File: config.mk
export PLATFORM = sky130hd
export DESIGN_NAME = waypoint_differential_drive_pi_flat
export DESIGN_NICKNAME = d
export VERILOG_FILES = /design/src/sv/wddpi_pkg.sv /design/src/sv/wddpi_cfg_if.sv /design/src/sv/wddpi_tick_if.sv /design/src/sv/wddpi_drive_if.sv /design/src/sv/waypoint_differential_drive_pi.sv /design/src/flat_wrapper.sv
export VERILOG_INCLUDE_DIRS = /design/src /design/src/sv
export SDC_FILE = /design/constraint.sdc
export NUM_CORES = 2
export LEC_CHECK = 0
export ABC_AREA = 1
export BUFFER_PORTS_ARGS = -buffer_cell sky130_fd_sc_hd__buf_2
export CORE_MARGIN = 4
export CORE_UTILIZATION = 65
export CTS_CLUSTER_SIZE = 10
export DETAILED_ROUTE_END_ITERATION = 12
export MAX_ROUTING_LAYER = met4
export PLACE_DENSITY = 0.88
export SYNTH_ARGS = -nofsm -noshare
export SYNTH_HDL_FRONTEND = slang
export SYNTH_SLANG_ARGS = --single-unit
File: constraint.sdc
create_clock -name clk -period 9.1 [get_ports clk]
set_input_delay 0 -clock clk [delete_from_list [all_inputs] [get_ports clk]]
set_output_delay 0 -clock clk [all_outputs]
set_load 0.005 [all_outputs]
File: src/sv/assert_macros.svh
// Assertion macros shared by the RTL of the waypoint drive controller.
// Depends on nothing; the including file supplies clock and reset names.
`ifndef ASSERT_MACROS_SVH
`define ASSERT_MACROS_SVH
`ifndef SYNTH
`define WDD_ASSERT(label, clk, rst_n, prop) \
    label: assert property (@(posedge clk) disable iff (!rst_n) prop) \
        else $error("assertion failed");
`define WDD_NEVER(label, clk, rst_n, cond) \
    label: assert property (@(posedge clk) disable iff (!rst_n) !(cond)) \
        else $error("forbidden condition seen");
`else
`define WDD_ASSERT(label, clk, rst_n, prop)
`define WDD_NEVER(label, clk, rst_n, cond)
`endif
`endif

File: src/sv/wddpi_pkg.sv
// Package of the waypoint drive controller: widths, constants, register indexes.
// Depends on nothing.
`timescale 1ns / 1ps
package wddpi_pkg;
    localparam int GAIN_W = 20;
    localparam int DIST_W = 24;
    localparam int ANGLE_W = 15;
    localparam int PWM_W = 10;
    localparam int CFG_IDX_W = 2;
    localparam int MUL_A_W = 36;
    localparam int MUL_B_W = 24;
    localparam int PROD_W = MUL_A_W + MUL_B_W;
    localparam int ACC_W = 46;
    localparam int SPEED_W = 14;
    localparam int DINT_W = 15;
    localparam int HINT_W = 14;
    localparam int AERR_W = 14;
    localparam int HALF_W = 31;
    localparam int TURN_W = 48;
    localparam int MARGIN_W = 28;
    localparam int QUOT_IN_W = 17;
    localparam int CALC_W = 50;

    localparam logic [CFG_IDX_W-1:0] REG_DIST_P = 2'd0;
    localparam logic [CFG_IDX_W-1:0] REG_DIST_I = 2'd1;
    localparam logic [CFG_IDX_W-1:0] REG_TURN_P = 2'd2;
    localparam logic [CFG_IDX_W-1:0] REG_TURN_I = 2'd3;

    localparam logic [GAIN_W-1:0] DIST_P_RESET = 20'd419430;
    localparam logic [GAIN_W-1:0] DIST_I_RESET = 20'd1049;
    localparam logic [GAIN_W-1:0] TURN_P_RESET = 20'd36700;
    localparam logic [GAIN_W-1:0] TURN_I_RESET = 20'd5243;

    localparam logic [SPEED_W-1:0] SPEED_MAX = 14'd13926;
    localparam logic [SPEED_W-1:0] SPEED_MIN = 14'd4915;
    localparam logic [SPEED_W-1:0] ARRIVE_SPEED = 14'd5734;
    localparam logic [DINT_W-1:0] DIST_INT_CAP = 15'd25600;
    localparam logic [HINT_W-1:0] TURN_INT_CAP = 14'd9600;
    localparam logic signed [16:0] HALF_CIRCLE = 17'sd11520;
    localparam logic signed [16:0] FULL_CIRCLE = 17'sd23040;
    localparam logic [AERR_W-1:0] STRAIGHT_BAND = 14'd192;

    localparam logic [MUL_B_W-1:0] HALF_K = 24'd100000;
    localparam logic [MUL_B_W-1:0] RAD_K = 24'd366022;
    localparam logic [MUL_B_W-1:0] TURN_K = 24'd50000;
    localparam logic [MUL_B_W-1:0] MARGIN_LEFT_K = 24'd15250;
    localparam logic [MUL_B_W-1:0] MARGIN_RIGHT_K = 24'd15860;
    localparam logic [MUL_B_W-1:0] FLOOR_K = 24'd111020;
    localparam logic [MUL_B_W-1:0] RECIP_122 = 24'd137519;
    localparam int RECIP_SHIFT = 24;
    localparam int PWM_FRAC = 14;
    localparam logic [CALC_W-1:0] FAST_LIMIT = 50'd1998848000;

    localparam logic [1:0] DIR_STOP = 2'd0;
    localparam logic [1:0] DIR_STRAIGHT = 2'd1;
    localparam logic [1:0] DIR_LEFT = 2'd2;
    localparam logic [1:0] DIR_RIGHT = 2'd3;
endpackage

File: src/sv/wddpi_cfg_if.sv
// Configuration write channel of the waypoint drive controller.
// Depends on wddpi_pkg.
`timescale 1ns / 1ps
interface wddpi_cfg_if import wddpi_pkg::*; ();
    logic valid;
    logic ready;
    logic [CFG_IDX_W-1:0] index;
    logic [GAIN_W-1:0] data;
    modport source (output valid, output index, output data, input ready);
    modport sink (input valid, input index, input data, output ready);
endinterface

File: src/sv/wddpi_tick_if.sv
// Control tick channel: distance, bearing, heading and the go and stop flags.
// Depends on wddpi_pkg.
`timescale 1ns / 1ps
interface wddpi_tick_if import wddpi_pkg::*; ();
    logic valid;
    logic ready;
    logic [DIST_W-1:0] target_distance;
    logic [ANGLE_W-1:0] target_bearing;
    logic [ANGLE_W-1:0] current_heading;
    logic target_active;
    logic stop_request;
    modport source (output valid, output target_distance, output target_bearing,
                    output current_heading, output target_active, output stop_request,
                    input ready);
    modport sink (input valid, input target_distance, input target_bearing,
                  input current_heading, input target_active, input stop_request,
                  output ready);
endinterface

File: src/sv/wddpi_drive_if.sv
// Drive result channel: PWM compare values, direction and status flags.
// Depends on wddpi_pkg.
`timescale 1ns / 1ps
interface wddpi_drive_if import wddpi_pkg::*; ();
    logic valid;
    logic ready;
    logic [PWM_W-1:0] left_pwm;
    logic [PWM_W-1:0] right_pwm;
    logic drive_update;
    logic [1:0] direction;
    logic target_cleared;
    logic stop_acknowledged;
    modport source (output valid, output left_pwm, output right_pwm, output drive_update,
                    output direction, output target_cleared, output stop_acknowledged,
                    input ready);
    modport sink (input valid, input left_pwm, input right_pwm, input drive_update,
                  input direction, input target_cleared, input stop_acknowledged,
                  output ready);
endinterface

File: src/sv/waypoint_differential_drive_pi.sv
// Waypoint PI drive controller. An active tick is worked through on one shared 36 x 24
// multiplier stepped by a sequencer, then one beat is offered; the next tick is taken
// once that beat has left, so no new tick is taken while one is in work or waiting.
// An idle or stop tick gives its beat in the cycle after it is taken.
// Reset loads the default gains and clears both integrals and the last speed.
`timescale 1ns / 1ps
`include "assert_macros.svh"
module waypoint_differential_drive_pi import wddpi_pkg::*; #(
    parameter int GAIN_FRAC_BITS = 20
) (
    input logic clk,
    input logic rst_n,
    wddpi_cfg_if.sink cfg,
    wddpi_tick_if.sink tick,
    wddpi_drive_if.source drive
);
    localparam int SPEED_SHIFT = GAIN_FRAC_BITS - 6;
    localparam int RATE_SHIFT = GAIN_FRAC_BITS + 12;

    localparam logic [4:0] ST_SPD_P = 5'd0;
    localparam logic [4:0] ST_SPD_I = 5'd1;
    localparam logic [4:0] ST_TRN_P = 5'd2;
    localparam logic [4:0] ST_TRN_I = 5'd3;
    localparam logic [4:0] ST_HALF = 5'd4;
    localparam logic [4:0] ST_RATE = 5'd5;
    localparam logic [4:0] ST_POW2 = 5'd6;
    localparam logic [4:0] ST_TURN = 5'd7;
    localparam logic [4:0] ST_POW3 = 5'd8;
    localparam logic [4:0] ST_MARGIN = 5'd9;
    localparam logic [4:0] ST_POW4 = 5'd10;
    localparam logic [4:0] ST_WAIT4 = 5'd11;
    localparam logic [4:0] ST_POW5 = 5'd12;
    localparam logic [4:0] ST_WAIT5 = 5'd13;
    localparam logic [4:0] ST_FLOOR = 5'd14;
    localparam logic [4:0] ST_SLOW = 5'd15;
    localparam logic [4:0] ST_DIVF = 5'd16;
    localparam logic [4:0] ST_DIVS = 5'd17;
    localparam logic [4:0] ST_DONE = 5'd18;

    logic [GAIN_W-1:0] kp_reg, ki_reg, kt_reg, kti_reg;
    logic busy_reg;
    logic [4:0] step_reg;
    logic [DIST_W-1:0] dist_reg;
    logic [AERR_W-1:0] ae_reg;
    logic neg_reg, straight_reg;
    logic [DINT_W-1:0] di_reg;
    logic [HINT_W-1:0] j_reg;
    logic [SPEED_W-1:0] v_reg, p_reg;
    logic [ACC_W-1:0] acc_reg;
    logic [PROD_W-1:0] prod_reg;
    logic [HALF_W-1:0] half_reg;
    logic [MUL_A_W-1:0] wq_reg;
    logic [TURN_W-1:0] turn_reg;
    logic [MARGIN_W-1:0] margin_reg;
    logic [QUOT_IN_W-1:0] fastn_reg, slown_reg;
    logic [PWM_W-1:0] fastq_reg;

    logic out_valid_reg;
    logic [PWM_W-1:0] left_reg, right_reg;
    logic update_reg, cleared_reg, ack_reg;
    logic [1:0] dir_reg;

    logic tick_fire, drive_fire;
    logic signed [16:0] e_raw, e_wrap;
    logic [AERR_W-1:0] ae_in;
    logic [DINT_W:0] di_sum;
    logic [HINT_W:0] j_sum;
    logic [MUL_A_W-1:0] mul_a;
    logic [MUL_B_W-1:0] mul_b;
    logic [ACC_W-1:0] spd_sum, spd_shift;
    logic [SPEED_W-1:0] spd_clamp;
    logic [CALC_W-1:0] hpt, hpm, fast_min, fast_val, fast_sel;
    logic signed [CALC_W-1:0] hmt, hmm, slow_min, slow_val, floor_val;
    logic arrived;
    logic [PWM_W-1:0] slowq;

    assign cfg.ready = 1'b1;
    assign tick.ready = !busy_reg && !out_valid_reg;
    assign tick_fire = tick.valid && tick.ready;
    assign drive_fire = drive.valid && drive.ready;

    assign drive.valid = out_valid_reg;
    assign drive.left_pwm = left_reg;
    assign drive.right_pwm = right_reg;
    assign drive.drive_update = update_reg;
    assign drive.direction = dir_reg;
    assign drive.target_cleared = cleared_reg;
    assign drive.stop_acknowledged = ack_reg;

    always_comb
    begin
        e_raw = signed'({2'b00, tick.target_bearing}) - signed'({2'b00, tick.current_heading});
        if (e_raw > HALF_CIRCLE)
        begin
            e_wrap = e_raw - FULL_CIRCLE;
        end
        else if (e_raw < -HALF_CIRCLE)
        begin
            e_wrap = e_raw + FULL_CIRCLE;
        end
        else
        begin
            e_wrap = e_raw;
        end
        ae_in = e_wrap[16] ? AERR_W'(-e_wrap) : AERR_W'(e_wrap);
        di_sum = {1'b0, di_reg} + (DINT_W+1)'(tick.target_distance);
        if (tick.target_distance > DIST_W'(DIST_INT_CAP) || di_sum > (DINT_W+1)'(DIST_INT_CAP))
        begin
            di_sum = (DINT_W+1)'(DIST_INT_CAP);
        end
        j_sum = {1'b0, j_reg} + {1'b0, ae_reg};
        if (j_sum > (HINT_W+1)'(TURN_INT_CAP))
        begin
            j_sum = (HINT_W+1)'(TURN_INT_CAP);
        end
    end

    always_comb
    begin
        mul_a = '0;
        mul_b = '0;
        unique case (step_reg)
            ST_SPD_P:
            begin
                mul_a = MUL_A_W'(dist_reg);
                mul_b = MUL_B_W'(kp_reg);
            end
            ST_SPD_I:
            begin
                mul_a = MUL_A_W'(di_reg);
                mul_b = MUL_B_W'(ki_reg);
            end
            ST_TRN_P:
            begin
                mul_a = MUL_A_W'(ae_reg);
                mul_b = MUL_B_W'(kt_reg);
            end
            ST_TRN_I:
            begin
                mul_a = MUL_A_W'(j_reg);
                mul_b = MUL_B_W'(kti_reg);
            end
            ST_HALF:
            begin
                mul_a = MUL_A_W'(v_reg);
                mul_b = HALF_K;
            end
            ST_RATE:
            begin
                mul_a = acc_reg[MUL_A_W-1:0];
                mul_b = RAD_K;
            end
            ST_POW2, ST_POW3, ST_POW4, ST_POW5:
            begin
                mul_a = MUL_A_W'(p_reg);
                mul_b = MUL_B_W'(v_reg);
            end
            ST_TURN:
            begin
                mul_a = wq_reg;
                mul_b = TURN_K;
            end
            ST_MARGIN:
            begin
                mul_a = MUL_A_W'(v_reg);
                mul_b = neg_reg ? MARGIN_LEFT_K : MARGIN_RIGHT_K;
            end
            ST_FLOOR:
            begin
                mul_a = MUL_A_W'(p_reg);
                mul_b = FLOOR_K;
            end
            ST_DIVF:
            begin
                mul_a = MUL_A_W'(fastn_reg);
                mul_b = RECIP_122;
            end
            ST_DIVS:
            begin
                mul_a = MUL_A_W'(slown_reg);
                mul_b = RECIP_122;
            end
            default:
            begin
                mul_a = '0;
                mul_b = '0;
            end
        endcase
    end

    always_comb
    begin
        spd_sum = acc_reg + ACC_W'(prod_reg);
        spd_shift = spd_sum >> SPEED_SHIFT;
        if (spd_shift > ACC_W'(SPEED_MAX))
        begin
            spd_clamp = SPEED_MAX;
        end
        else if (spd_shift < ACC_W'(SPEED_MIN))
        begin
            spd_clamp = SPEED_MIN;
        end
        else
        begin
            spd_clamp = spd_shift[SPEED_W-1:0];
        end
        hpt = CALC_W'(half_reg) + CALC_W'(turn_reg);
        hpm = CALC_W'(half_reg) + CALC_W'(margin_reg);
        fast_min = (hpt < FAST_LIMIT) ? hpt : FAST_LIMIT;
        fast_val = (fast_min > hpm) ? fast_min : hpm;
        fast_sel = straight_reg ? CALC_W'(half_reg) : fast_val;
        hmt = signed'(CALC_W'(half_reg)) - signed'(CALC_W'(turn_reg));
        hmm = signed'(CALC_W'(half_reg)) - signed'(CALC_W'(margin_reg));
        floor_val = signed'(CALC_W'(prod_reg[HALF_W-1:0]));
        slow_min = (hmt < hmm) ? hmt : hmm;
        slow_val = (slow_min > floor_val) ? slow_min : floor_val;
        arrived = v_reg <= ARRIVE_SPEED;
        slowq = PWM_W'(prod_reg >> RECIP_SHIFT);
    end

    always_ff @(posedge clk or negedge rst_n)
    begin
        if (!rst_n)
        begin
            kp_reg <= DIST_P_RESET;
            ki_reg <= DIST_I_RESET;
            kt_reg <= TURN_P_RESET;
            kti_reg <= TURN_I_RESET;
        end
        else if (cfg.valid && cfg.ready)
        begin
            unique case (cfg.index)
                REG_DIST_P: kp_reg <= cfg.data;
                REG_DIST_I: ki_reg <= cfg.data;
                REG_TURN_P: kt_reg <= cfg.data;
                REG_TURN_I: kti_reg <= cfg.data;
                default: kp_reg <= kp_reg;
            endcase
        end
    end

    always_ff @(posedge clk or negedge rst_n)
    begin
        if (!rst_n)
        begin
            busy_reg <= 1'b0;
            step_reg <= ST_SPD_P;
            out_valid_reg <= 1'b0;
            di_reg <= '0;
            j_reg <= '0;
            v_reg <= '0;
        end
        else
        begin
            if (drive_fire)
            begin
                out_valid_reg <= 1'b0;
            end
            if (tick_fire)
            begin
                if (tick.target_active && !tick.stop_request)
                begin
                    busy_reg <= 1'b1;
                    step_reg <= ST_SPD_P;
                    di_reg <= di_sum[DINT_W-1:0];
                end
                else
                begin
                    out_valid_reg <= 1'b1;
                end
            end
            else if (busy_reg)
            begin
                step_reg <= step_reg + 5'd1;
                if (step_reg == ST_SPD_P)
                begin
                    j_reg <= j_sum[HINT_W-1:0];
                end
                if (step_reg == ST_TRN_P)
                begin
                    v_reg <= spd_clamp;
                end
                if (step_reg == ST_DONE)
                begin
                    busy_reg <= 1'b0;
                    out_valid_reg <= 1'b1;
                    if (straight_reg)
                    begin
                        j_reg <= '0;
                    end
                end
            end
        end
    end

    always_ff @(posedge clk)
    begin
        prod_reg <= PROD_W'(mul_a) * PROD_W'(mul_b);
        if (tick_fire)
        begin
            dist_reg <= tick.target_distance;
            ae_reg <= ae_in;
            neg_reg <= e_wrap[16];
            straight_reg <= ae_in <= STRAIGHT_BAND;
            left_reg <= '0;
            right_reg <= '0;
            update_reg <= 1'b0;
            dir_reg <= DIR_STOP;
            cleared_reg <= arrived || tick.stop_request;
            ack_reg <= tick.stop_request;
        end
        else if (busy_reg)
        begin
            case (step_reg)
                ST_SPD_I: acc_reg <= ACC_W'(prod_reg);
                ST_TRN_P: p_reg <= spd_clamp;
                ST_TRN_I: acc_reg <= ACC_W'(prod_reg);
                ST_HALF: acc_reg <= spd_sum;
                ST_RATE: half_reg <= prod_reg[HALF_W-1:0];
                ST_POW2: wq_reg <= MUL_A_W'(prod_reg >> RATE_SHIFT);
                ST_TURN, ST_MARGIN, ST_WAIT4, ST_WAIT5: p_reg <= prod_reg[2*SPEED_W-1:SPEED_W];
                ST_POW3: turn_reg <= prod_reg[TURN_W-1:0];
                ST_POW4: margin_reg <= prod_reg[MARGIN_W-1:0];
                ST_FLOOR: fastn_reg <= fast_sel[PWM_FRAC +: QUOT_IN_W];
                ST_SLOW: slown_reg <= slow_val[PWM_FRAC +: QUOT_IN_W];
                ST_DIVS: fastq_reg <= PWM_W'(prod_reg >> RECIP_SHIFT);
                ST_DONE:
                begin
                    update_reg <= 1'b1;
                    cleared_reg <= arrived;
                    if (straight_reg)
                    begin
                        left_reg <= fastq_reg;
                        right_reg <= fastq_reg;
                        dir_reg <= arrived ? DIR_STOP : DIR_STRAIGHT;
                    end
                    else if (neg_reg)
                    begin
                        right_reg <= fastq_reg;
                        left_reg <= slowq;
                        dir_reg <= arrived ? DIR_STOP : DIR_LEFT;
                    end
                    else
                    begin
                        left_reg <= fastq_reg;
                        right_reg <= slowq;
                        dir_reg <= arrived ? DIR_STOP : DIR_RIGHT;
                    end
                end
                default: acc_reg <= acc_reg;
            endcase
        end
    end

    `WDD_NEVER(a_busy_and_beat, clk, rst_n, busy_reg && out_valid_reg)
    `WDD_NEVER(a_integral_caps, clk, rst_n, di_reg > DIST_INT_CAP || j_reg > TURN_INT_CAP)
    `WDD_ASSERT(a_drive_speed, clk, rst_n, (out_valid_reg && update_reg) |-> (v_reg >= SPEED_MIN && v_reg <= SPEED_MAX))
    `WDD_ASSERT(a_tick_starts, clk, rst_n, tick_fire |=> (busy_reg || out_valid_reg))
endmodule
File: src/flat_wrapper.sv
// flat-port wrapper written by rule: the top's interface ports become plain ports
module waypoint_differential_drive_pi_flat import wddpi_pkg::*;
#(
    parameter int GAIN_FRAC_BITS = 20
)
  (clk, rst_n, cfg_valid, cfg_index, cfg_data, cfg_ready, tick_valid, tick_target_distance, tick_target_bearing, tick_current_heading, tick_target_active, tick_stop_request, tick_ready, drive_valid, drive_left_pwm, drive_right_pwm, drive_drive_update, drive_direction, drive_target_cleared, drive_stop_acknowledged, drive_ready);
  wddpi_cfg_if cfg_i ();
  wddpi_tick_if tick_i ();
  wddpi_drive_if drive_i ();
  input logic clk;
  input logic rst_n;
  input wire logic [$bits(cfg_i.valid)-1:0] cfg_valid;
  input wire logic [$bits(cfg_i.index)-1:0] cfg_index;
  input wire logic [$bits(cfg_i.data)-1:0] cfg_data;
  output wire logic [$bits(cfg_i.ready)-1:0] cfg_ready;
  input wire logic [$bits(tick_i.valid)-1:0] tick_valid;
  input wire logic [$bits(tick_i.target_distance)-1:0] tick_target_distance;
  input wire logic [$bits(tick_i.target_bearing)-1:0] tick_target_bearing;
  input wire logic [$bits(tick_i.current_heading)-1:0] tick_current_heading;
  input wire logic [$bits(tick_i.target_active)-1:0] tick_target_active;
  input wire logic [$bits(tick_i.stop_request)-1:0] tick_stop_request;
  output wire logic [$bits(tick_i.ready)-1:0] tick_ready;
  output wire logic [$bits(drive_i.valid)-1:0] drive_valid;
  output wire logic [$bits(drive_i.left_pwm)-1:0] drive_left_pwm;
  output wire logic [$bits(drive_i.right_pwm)-1:0] drive_right_pwm;
  output wire logic [$bits(drive_i.drive_update)-1:0] drive_drive_update;
  output wire logic [$bits(drive_i.direction)-1:0] drive_direction;
  output wire logic [$bits(drive_i.target_cleared)-1:0] drive_target_cleared;
  output wire logic [$bits(drive_i.stop_acknowledged)-1:0] drive_stop_acknowledged;
  input wire logic [$bits(drive_i.ready)-1:0] drive_ready;
  assign cfg_i.valid = cfg_valid;
  assign cfg_i.index = cfg_index;
  assign cfg_i.data = cfg_data;
  assign cfg_ready = cfg_i.ready;
  assign tick_i.valid = tick_valid;
  assign tick_i.target_distance = tick_target_distance;
  assign tick_i.target_bearing = tick_target_bearing;
  assign tick_i.current_heading = tick_current_heading;
  assign tick_i.target_active = tick_target_active;
  assign tick_i.stop_request = tick_stop_request;
  assign tick_ready = tick_i.ready;
  assign drive_valid = drive_i.valid;
  assign drive_left_pwm = drive_i.left_pwm;
  assign drive_right_pwm = drive_i.right_pwm;
  assign drive_drive_update = drive_i.drive_update;
  assign drive_direction = drive_i.direction;
  assign drive_target_cleared = drive_i.target_cleared;
  assign drive_stop_acknowledged = drive_i.stop_acknowledged;
  assign drive_i.ready = drive_ready;
  waypoint_differential_drive_pi #(.GAIN_FRAC_BITS(GAIN_FRAC_BITS)) u_core (.clk(clk), .rst_n(rst_n), .cfg(cfg_i), .tick(tick_i), .drive(drive_i));
endmodule
==> impl_results.md <==
* R2R Path Start: u_core.step_reg[0]$_DFFE_PN0P_
* Worst R2R Setup Slack at 0.19 ns
* Largest area contributor in the netlist: fa_1
* CP max-delay cell: fa_1
* Setup violations, final at 0
* First-pass GRT wire length at 339 mm
* Chip Height at 318 microns
* Boundary Pins at 111
* Top post-synthesis cells by area: fa_1 (20%), edfxtp_1 (14%), nand2_1 (11%), ha_1 (11%), inv_1 (11%)
* Antenna-violating nets left at 0
* Area growth syn-to-layout at 11.6%
* Post-Syn Area per Cell at 7.63 sq um
* Final hold violation count at 0
* Fmax at 112 MHz
* Die W at 318 microns
* CP max FO at 13
* RSZ-0062 raised after global routing: yes
* Layout cell share with drive strength beyond 1 at 9.47%
* Worst endpoint data arrival time at 9.49 ns
* Vias per cell at 6.03
* Worst r2r dst: u_core.prod_reg[53]$_DFF_P_
* Final Slew Violations at 0
* Worst path bufs/invs at 10
* Total Routing Usage GR at 44.9%
* Max-Cap Viols at 0
* Final worst path period need at 8.91 ns
* FP Rows at 113
* Core area at 95000 sq um
* Seq/Total Area, Yosys at 21.4%
* Async set-reset flop share out of synthesis at 26.4%
* CTS Sinks at 492
* Reg2reg path depth at 35
* Max reg flops at 59
* Clk_lat worst skew at 0.66 ns
* Setup crit start: u_core.step_reg[0]$_DFFE_PN0P_
* DRT iter0 DRCs at 8038
* Num CTS Buffers at 58
* Status: finished, final reports clean
* Number of fill cells at 7106
* Number of buffers added on ports at 109
* Fin crit share at 97.9%
* Critical Path End: u_core.prod_reg[53]$_DFF_P_
* Setup_tns at 0 ns
* Vias in the first global route at 58400
* Final Util at 73.1%
* Clk slew on worst S/H paths at 0.06 ns
* Top_reg_cell synth: edfxtp_1
* Delay-heaviest family, CP: adder cells
* Initial antenna violation count at 10
* Mapped cell area at 62300 sq um
* Post-DP HPWL at 179 mm
* Effective utilization at floorplan at 65.5%
* EDFF count, synth at 280
* Yosys Warn Count at 0
* Worst slew margin at 16.4%
* Gpl congestion at 1.09
* Via Count at 59500
* WP data required at 9.68 ns
* Post-synthesis register bit count at 492
* Placed cell area at 66400 sq um
* GRT overflow at 0
* Worst Setup End Kind: register
* Hold Crit Class: primary input to register
* H-tree level count at 2
* Post-Synthesis Cells at 8164
* Longest Clk Path Bufs at 3
* Worst-Margin Slew at 1.25 ns
* Final wirelength at 228 mm
* Nets@finish at 9811
* Crit path largest cell delay at 0.56 ns
* Startpoint Class: register
* Share of the synthesized area in the top cell type at 19.9%
* Post-synthesis cell type count at 79
* CTS tree: yes
* Die area at 101000 sq um
* Clk_skew at 0.0465 ns
* Root buffer cell: clkbuf_16
* Drt first pass iters at 6
* WL/cell at 23.1 microns
* CP dominant cell by count: inv_1
* Crit Path Class: register to register
* Largest net degree at the start of global routing at 65
* Post-Layout Inst Area at 69500 sq um
* Critical path depth in cells at 35
* DRC viols at 0
cells in the mapped netlist (56+ instances only):
cell	n
nor2_1	572
clkbuf_1	146
ha_1	558
fa_1	620
xor2_1	212
nand4_1	84
edfxtp_1	280
nand3_1	252
nand2_1	1902
dfxtp_1	82
o21ai_0	388
a21oi_1	391
nor3_1	60
dfrtp_1	99
xnor2_1	56
inv_1	1800
worst register-to-register path, delay by kind of cell, from the launching register on:
kind | cells | cell delay (ns)
flops | 1 | 0.41
buf+inv | 10 | 1.49
compound gates | 8 | 1.57
fa+ha+maj | 9 | 4.31
xor+xnor | 1 | 0.14
simple gates | 7 | 0.92
stage by stage:
step	setup slack, ns	hold slack, ns	instances
2_1_floorplan	0.864	-0.296	8189
4_1_cts	-0.0441	0.0492	9823
6_report	0.190	0.0624	9876
3_3_place_gp	0.0511	0.0621	9655
3_5_place_dp	-0.205	0.0707	9655
5_1_grt	-0.171	0.0963	9874
logic make-up after synthesis:
logic type	count (synthesis)	synth area share (%)
mux	1	0.0161
other cells	2	0.0121
flops	492	21.4
xor+xnor	272	3.87
fa+ha+maj	1178	31.1
simple gates	3013	20.0
buf+inv	2068	12.7
compound gates	1138	10.8
per-layer routing:
layer / track usage (%) / up-vias / wire, microns
met5: - / - / 0
met4: 26.1 / 0 / 17500
met3: 9.09 / 962 / 28300
met2: 66.5 / 4101 / 98600
met1: 57.5 / 28300 / 83800
li1: - / 26200 / -
placed cells by master (no fill, tap or decap), types with 57 or more instances in the layout:
cell type      instances
a21oi_1              381
buf_2                108
buf_4                319
clkbuf_16             63
dfrtp_1               99
dfxtp_1               82
dlygate4sd3_1         57
edfxtp_1             280
fa_1                 619
ha_1                 556
inv_1               1789
nand2_1             1899
nand3_1              248
nand4_1               84
nor2_1               557
o21ai_0              374
xor2_1               212
area by class of cell:
cell class / instances / area, sq um / area share, %
Clock inverter: 9 / 103 / 0.148
Antenna cell: 13 / 32.5 / 0.0468
Timing Repair Buffer: 527 / 4330 / 6.23
Tap cell: 1265 / 1580 / 2.28
Sequential cell: 492 / 13300 / 19.2
Multi-Input combinational cell: 5630 / 41500 / 59.7
Clock buffer: 99 / 1670 / 2.40
Inverter: 1841 / 6940 / 10.0
worst min path at each step:
| stage | start | end | slack (ns) | cells after the start |
|---|---|---|---|---|
| 6_report | tick_current_heading[1] | u_core.ae_reg[1]$_DFFE_PP_ | 0.06 | 5 |
| 3_3_place_gp | rst_n | u_core.j_reg[2]$_DFFE_PN0P_ | 0.06 | 1 |
| 3_5_place_dp | rst_n | u_core.j_reg[2]$_DFFE_PN0P_ | 0.07 | 1 |
| 5_1_grt | tick_target_distance[20] | u_core.dist_reg[20]$_DFFE_PP_ | 0.1 | 2 |
| 2_1_floorplan | rst_n | u_core.busy_reg$_DFFE_PN0P_ | -0.30 | 0 |
| 4_1_cts | tick_current_heading[1] | u_core.ae_reg[1]$_DFFE_PP_ | 0.05 | 5 |
repair_timing:
item	in CTS	in global routing
cloned	0	4
buffers inserted	2	36
resized for setup	10	79
hold endpoints to repair	192	0
endpoints found under the setup margin	5	29
hold buffers	58	0
pin swaps	3	19
Power is not shown: default switching activity piles up to over one toggle a cycle in this logic, so the estimate is an artifact.
